[src/hdl/edfl_pkg.sv]
// Package for the epoch-marked frontier lists block.
// Holds field widths, op and status codes, the controller state type and the
// command and status structs shared between controller and datapath.
package edfl_pkg;

  localparam int OP_W       = 3;
  localparam int ID_FIELD_W = 12;
  localparam int SLOT_W     = 8;
  localparam int SIZE_W     = 9;
  localparam int STATUS_W   = 2;
  localparam int SYNC_W     = 2;

  localparam logic [OP_W-1:0] OP_PUT    = 3'd0;
  localparam logic [OP_W-1:0] OP_SWAP   = 3'd1;
  localparam logic [OP_W-1:0] OP_REMOVE = 3'd2;
  localparam logic [OP_W-1:0] OP_RD_CUR = 3'd3;
  localparam logic [OP_W-1:0] OP_RD_NXT = 3'd4;
  localparam logic [OP_W-1:0] OP_RESET  = 3'd5;

  localparam logic [STATUS_W-1:0] STS_DONE  = 2'd0;
  localparam logic [STATUS_W-1:0] STS_DUP   = 2'd1;
  localparam logic [STATUS_W-1:0] STS_RANGE = 2'd2;
  localparam logic [STATUS_W-1:0] STS_FULL  = 2'd3;

  localparam logic [SYNC_W-1:0] SYNC_NONE   = 2'd0;
  localparam logic [SYNC_W-1:0] SYNC_SINGLE = 2'd1;
  localparam logic [SYNC_W-1:0] SYNC_MULTI  = 2'd2;

  typedef enum logic [2:0] {
    S_CLEAR,
    S_IDLE,
    S_EVAL,
    S_RM_LREAD,
    S_RM_MREAD,
    S_RM_EVAL,
    S_SWAP,
    S_RESP
  } state_t;

  typedef struct packed {
    logic accept;
    logic eval;
    logic rm_lread;
    logic rm_mread;
    logic rm_eval;
    logic swap;
    logic resp_load;
    logic clr_step;
  } dp_cmd_t;

  typedef struct packed {
    logic cur_empty;
    logic idx_last;
    logic clr_last;
    logic need_clear;
    logic out_free;
  } dp_sts_t;

endpackage

[src/hdl/edfl_ctrl.sv]
// Controller state machine for the frontier lists block.
// Depends on edfl_pkg; drives the datapath through dp_cmd_t.
module edfl_ctrl (
  input  logic                        clk,
  input  logic                        rst_n,
  input  logic                        in_valid,
  input  logic [edfl_pkg::OP_W-1:0]   in_op,
  output logic                        in_ready,
  input  edfl_pkg::dp_sts_t           sts,
  output edfl_pkg::dp_cmd_t           cmd
);

  import edfl_pkg::*;

  state_t state_r;
  state_t state_nxt;

  always_ff @(posedge clk) begin
    if (!rst_n) begin
      state_r <= S_CLEAR;
    end else begin
      state_r <= state_nxt;
    end
  end

  always_comb begin
    state_nxt = state_r;
    cmd       = '0;
    in_ready  = 1'b0;
    unique case (state_r)
      S_CLEAR: begin
        cmd.clr_step = 1'b1;
        if (sts.clr_last) begin
          state_nxt = S_IDLE;
        end
      end
      S_IDLE: begin
        in_ready = 1'b1;
        if (in_valid) begin
          cmd.accept = 1'b1;
          unique case (in_op) inside
            OP_PUT, OP_RD_CUR, OP_RD_NXT: state_nxt = S_EVAL;
            OP_SWAP, OP_RESET:            state_nxt = S_SWAP;
            OP_REMOVE:                    state_nxt = sts.cur_empty ? S_SWAP : S_RM_LREAD;
            default:                      state_nxt = S_RESP;
          endcase
        end
      end
      S_EVAL: begin
        cmd.eval  = 1'b1;
        state_nxt = S_RESP;
      end
      S_RM_LREAD: begin
        cmd.rm_lread = 1'b1;
        state_nxt    = S_RM_MREAD;
      end
      S_RM_MREAD: begin
        cmd.rm_mread = 1'b1;
        state_nxt    = S_RM_EVAL;
      end
      S_RM_EVAL: begin
        cmd.rm_eval = 1'b1;
        state_nxt   = sts.idx_last ? S_SWAP : S_RM_LREAD;
      end
      S_SWAP: begin
        cmd.swap  = 1'b1;
        state_nxt = S_RESP;
      end
      S_RESP: begin
        if (sts.out_free) begin
          cmd.resp_load = 1'b1;
          state_nxt     = sts.need_clear ? S_CLEAR : S_IDLE;
        end
      end
      default: state_nxt = S_IDLE;
    endcase
  end

endmodule

[config.mk]
export PLATFORM = sky130hd
export DESIGN_NAME = edfl_ctrl
export DESIGN_NICKNAME = d
export VERILOG_FILES = /design/src/hdl/edfl_pkg.sv /design/src/hdl/edfl_ctrl.sv
export SDC_FILE = /design/constraint.sdc
export NUM_CORES = 1
export LEC_CHECK = 0
export BUFFER_PORTS_ARGS = -buffer_cell sky130_fd_sc_hd__buf_2
export CAP_MARGIN = 5
export CORE_AREA = 5 5 42 44
export CTS_BUF_LIST = sky130_fd_sc_hd__clkbuf_2
export DETAILED_ROUTE_END_ITERATION = 6
export DIE_AREA = 0 0 47 49
export MAX_ROUTING_LAYER = met4
export PLACE_DENSITY = 0.57
export SETUP_SLACK_MARGIN = 0.2
export SYNTH_ARGS = -nofsm -noshare
export SYNTH_HDL_FRONTEND = slang
export SYNTH_SLANG_ARGS = --single-unit
[constraint.sdc]
create_clock -name clk -period 1.13 [get_ports clk]
set_input_delay 0.2825 -clock clk [delete_from_list [all_inputs] [get_ports clk]]
set_output_delay 0.2825 -clock clk [all_outputs]
set_load 0.05 [all_outputs]
==> results.toml, run 1 <==
[outcome]
status = "finished, violations left"
violations = "setup timing"

[worst_setup_path]
crit_arrival_ns = 1.11
endpoint_kind = "output pin"
path_cells = "buf_4 -> nor3_4 -> buf_6"
reg2reg_slack_ns = -0.13
cpMaxStageDelayCell = "dfxtp_4"
startpoint_type = "flop"
path_max_fanout = 6
rr_worst_depth = 6
path_class = "reg2out"
slowest_delay_ns = 0.37
cp.required_ns = 0.85

[detailed_routing]
wl_microns = 1160
drt-pass1-iter-count = 4
routedWlPerCell_microns = 12.3
ant_nets = 0
drc_errors = 0
route.vias.total = 434
vias_per_cell = 4.62
initialDrtViolationCount = 7

[finish]
nets = 90
reg_top3 = "state_r (3)"
layout_common_cells = "buf_6, buf_2, buf_4"
final_common_cell = "buf_6"
drive_gt1_share_pct = 76.9
area_growth_pct = 161
fin_cells = 94
regArea_sq_um = 71.3
nFillCells = 126
largest_reg_flops = 3
utilization_pct = 56.9
top_register = "state_r"
insertedDiodeCount = 0
multi_input_area_sq_um = 338

[global_route]
antenna_found_initial = 0
grt_pass1_wl_microns = 2040
grt.overflow.total = 0
grt_util_met1_pct = 14.9
first_global_vias = 471
grt_util_met3_pct = 2.21
grt_use_total_pct = 12.4
gr-usage-met2_pct = 19.5
grt_max_degree = 8
busiest_layer = "met2"

[floorplanning]
row_count = 14
die_height_microns = 49
fp.dieArea_sq_um = 2300
die_w_microns = 47
start_util_pct = 21.8
ioPinCount = 20
core_area_sq_um = 1400

[clocking]
clkLatencyLatePin_ns = 0.22
cts_buffer_depth = 2
htree_levels = 1
numCtsBuffers = 3
clkTransAtPathRegs_ns = 0.06
cts_tree = "yes"
clock-root-buffer = "clkbuf_2"
clock_sinks = 3

[sta]
final-setup-viol-count = 12
fmax_ghz = 0.720
fin_worst_skew_ns = 0.0159
post-route-period-util_pct = 123
tightest_slew_ns = 0.238
grt_setup_unrepaired = "yes"
max-slew-margin-rel_pct = 84.0
fin_setup_tns_ns = -2.27
fin_crit_ns = 1.39
maxSlewViolCount = 0
fin_ws_ns = -0.259
final-hold-violation-count = 0

[logic_synthesis]
yosys_warnings = 0
synth_area_sq_um = 305
synth_cells = 41
synth.area.top_cells = "dfxtp_1, nor2_1, inv_1"
synthDistinctLibCells = 24
synth-seq-cells = 3
synth_top_area_cell = "dfxtp_1"
syn_avg_cell_area_sq_um = 7.45
seq_area_frac_synth_pct = 19.7
synth_top_area_share_pct = 19.7
synthesis.nets = 52

[pwr]
p_leak_nw = 0.356
peakVddDrop_mv = 0.807
pwr_density_cell_nw_per_um2 = 1820

[placement]
io_buffers = 19
placed_cells = 85
place_hpwl_microns = 825
gp_congestion = 0.737

[hold_path]
min_path_type = "in2reg"
holdPathStages = 2

[run]
maxCapViolCount = 0
-- synthesized netlist by cell type, drive strengths merged --
cell    count
nor2        7
o311a       1
a211oi      2
a21oi       1
nand2       3
nor3        3
a311oi      1
a31oi       2
o211ai      1
o31ai       1
nor3b       2
nand2b      1
o21ai       1
mux2i       1
inv         5
a211o       1
dfxtp       3
buf         3
xnor2       1
nor4        1
-- final timing paths --
check	startpoint	to
hold / removal	rst_n	state_r[2]
hold reg to reg	state_r[0]	state_r[0]
setup / recovery	state_r[1]	cmd[7]
setup reg to reg	state_r[2]	state_r[1]
-- repair_timing --
| action | CTS | global route |
|---|---|---|
| pin swaps | 7 | 5 |
| hold buffers | 0 | 0 |
| setup endpoints to repair | 12 | 12 |
| buffers inserted | 4 | 1 |
| gates resized for setup | 31 | 8 |
-- logic make-up after synthesis --
family	synth area share, %
buffers and inverters	14.8
xor gates and xnor gates	2.87
and+or+nand+nor	29.5
muxes	3.28
DFF	19.7
AOI/OAI and AO/OA	29.9
-- per-layer routing --
layer	part of all wire, %	vias to the layer above	wire length (microns)
li1	-	221	-
met1	38	199	445
met2	55	14	639
met4	0	0	0
met5	0	-	0
met3	6.2	0	72
-- stage by stage --
stage | power, mW | setup slack (ns) | hold WS [ns] | cell area [sq um]
floorplan | 0.797 | -0.264 | 0.406 | 413
global placement | 0.977 | -0.118 | 0.529 | 584
detailed placement | 0.987 | -0.124 | 0.532 | 584
CTS | 1.36 | -0.281 | 0.295 | 743
global route | 1.55 | -0.340 | 0.293 | 797
finish | 1.45 | -0.259 | 0.314 | 797
-- worst max-delay path: cells and delay by family (launching register included) --
kind                   cells  cell delay, ns
AND/OR/NAND/NOR            1            0.18
buffers and inverters      2            0.34
flip-flops                 1            0.37
-- layout make-up --
class	count	share of cell area, %
clock buffers	4	2.51
inverters	5	2.35
multi-input cells	30	42.4
flip-flops and latches	3	8.95
well taps	16	2.51
repair buffers	36	41.3
-- where the power goes --
group	switching, mW	leakage (nW)	internal (mW)
registers	0.0582	0.0267	0.144
logic	0.556	0.313	0.530
clock network	0.0673	0.0166	0.0937
total	0.681	0.356	0.768
No activity file was read; power rests on OpenSTA's default activity.
==> inputs of run 2 (changes only) <==
--- a/config.mk
+++ b/config.mk
@@ -5,7 +5,7 @@
 export SDC_FILE = /design/constraint.sdc
 export NUM_CORES = 1
 export LEC_CHECK = 0
-export BUFFER_PORTS_ARGS = -buffer_cell sky130_fd_sc_hd__buf_2
+export BUFFER_PORTS_ARGS = -buffer_cell sky130_fd_sc_hd__clkbuf_2
 export CAP_MARGIN = 5
 export CORE_AREA = 5 5 42 44
 export CTS_BUF_LIST = sky130_fd_sc_hd__clkbuf_2
==> run 2 against run 1 <==
The run still ends with setup timing left. Cell area grew 0.94%. Utilization increased by 0.54 points. Count of clock-buffer cells in the layout unchanged. Via count is 2.5% higher. Maximum frequency is 0.17% lower. Wire length decreased by 6.6%. Non-clock buffer count up 1. Critical path depth unchanged. Power decreased by 0.74%.
==> results.toml, run 2 (synthesis gave the netlist of run 1 again) <==
[worst_setup_path]
startpoint_type = "flop"
path_max_fanout = 8
endpoint_kind = "output pin"
path_class = "reg2out"
crit_path_frequent_cell = "buf_12"
cpMaxStageDelayCell = "dfxtp_4"
crit_arrival_ns = 1.11
path_cells = "buf_12 -> nor3_4 -> buf_12"
cp.required_ns = 0.85
slowest_delay_ns = 0.38

[placement]
io_buffers = 19
place_hpwl_microns = 781
gp_congestion = 0.784
placed_cells = 88

[sta]
tightest_slew_ns = 0.300
fin_worst_skew_ns = 0.00205
post-route-period-util_pct = 123
fin_crit_ns = 1.39
fin_ws_ns = -0.261
fin_setup_tns_ns = -2.29
fmax_ghz = 0.719
final-setup-viol-count = 12
final-hold-violation-count = 0
maxSlewViolCount = 0
max-slew-margin-rel_pct = 79.8
grt_setup_unrepaired = "yes"

[finish]
final_common_cell = "clkbuf_2"
largest_reg_flops = 3
area_growth_pct = 164
drive_gt1_share_pct = 75.9
nets = 91
layout_common_cells = "clkbuf_2, buf_4, buf_8"
regArea_sq_um = 71.3
multi_input_area_sq_um = 312
insertedDiodeCount = 0
reg_top3 = "state_r (3)"
top_register = "state_r"
fin_cells = 95
nFillCells = 133

[clocking]
cts_buffer_depth = 2
clock-root-buffer = "clkbuf_2"
clkTransAtPathRegs_ns = 0.05
htree_levels = 1
clock_sinks = 3
cts_tree = "yes"
numCtsBuffers = 3
clkLatencyLatePin_ns = 0.21

[global_route]
grt_max_degree = 10
grt_pass1_wl_microns = 1840
antenna_found_initial = 0
grt.overflow.total = 0
first_global_vias = 441
grt_use_total_pct = 10.7

[floorplanning]
core_area_sq_um = 1400
die_w_microns = 47
die_height_microns = 49
ioPinCount = 20
start_util_pct = 21.8
fp.dieArea_sq_um = 2300
row_count = 14

[detailed_routing]
drc_errors = 0
vias_per_cell = 4.68
ant_nets = 0
initialDrtViolationCount = 4
wl_microns = 1080
routedWlPerCell_microns = 11.4
drt-pass1-iter-count = 2
route.vias.total = 445

[hold_path]
min_path_type = "in2reg"

[outcome]
violations = "setup timing"
status = "finished, violations left"

[pwr]
p_leak_nw = 0.364
pwr_density_cell_nw_per_um2 = 1790
peakVddDrop_mv = 0.886

[run]
maxCapViolCount = 0
==> run 2: cell count changes in the layout (fill, tap and decap cells not counted), moves of 2 or more <==
cell / previous run / this run
buf_8: 2 / 6
clkbuf_2: 4 / 14
buf_6: 15 / 5
buf_2: 10 / 0
buf_4: 8 / 12
buf_12: 1 / 3
==> run 2: per-layer routing <==
metal  share of wire, %  GRT usage, %
met1                 40          13.2
met2                 52          16.5
met5                  0             -
met3                6.9          3.32
met4               0.93          2.76
==> run 2: through the flow <==
step | util, % | hold slack (ns) | total power, mW | worst slack, ns | cell area [sq um]
2_1_floorplan | - | 0.406 | 0.797 | -0.264 | 413
6_report | 57.4 | 0.293 | 1.44 | -0.261 | 805
3_5_place_dp | 45.4 | 0.524 | 1.05 | -0.141 | 637
3_3_place_gp | 45.4 | 0.517 | 1.04 | -0.121 | 637
4_1_cts | 54.7 | 0.292 | 1.37 | -0.272 | 767
5_1_grt | 57.4 | 0.289 | 1.52 | -0.315 | 805
==> run 2: power by group <==
part | internal (mW) | total [mW] | switching, mW
Combinational | 0.540 | 1.06 | 0.515
Clock | 0.0934 | 0.160 | 0.0663
Sequential | 0.145 | 0.224 | 0.0787
Total | 0.778 | 1.44 | 0.660
==> run 2: area by class of cell <==
type | instances | share of cell area, %
timing repair buffer | 37 | 44.8
sequential | 3 | 8.86
inverter | 5 | 2.64
clock buffer | 4 | 2.49
tap | 16 | 2.49
multi-input combinational | 30 | 38.7
==> run 2: worst max-delay path, delay by kind of cell (launching register included) <==
kind | cells | cell delay [ns]
buf+inv | 2 | 0.30
simple gates | 1 | 0.21
flops | 1 | 0.38
==> run 2: final timing paths <==
kind,from,to,slack (ns),cells past startpoint
max reg2reg,state_r[1],state_r[2],-0.16,5
max,state_r[1],cmd[7],-0.26,3
min reg2reg,state_r[2],state_r[0],0.70,3
min,rst_n,state_r[2],0.29,2
==> run 2: repair_timing <==
action / CTS / global route
gates resized for setup: 23 / 11
endpoints found under the hold margin: 0 / 0
endpoints found under the setup margin: 12 / 12
pin swaps: 7 / 3
hold buffers: 0 / 0
buffers inserted: 2 / 1
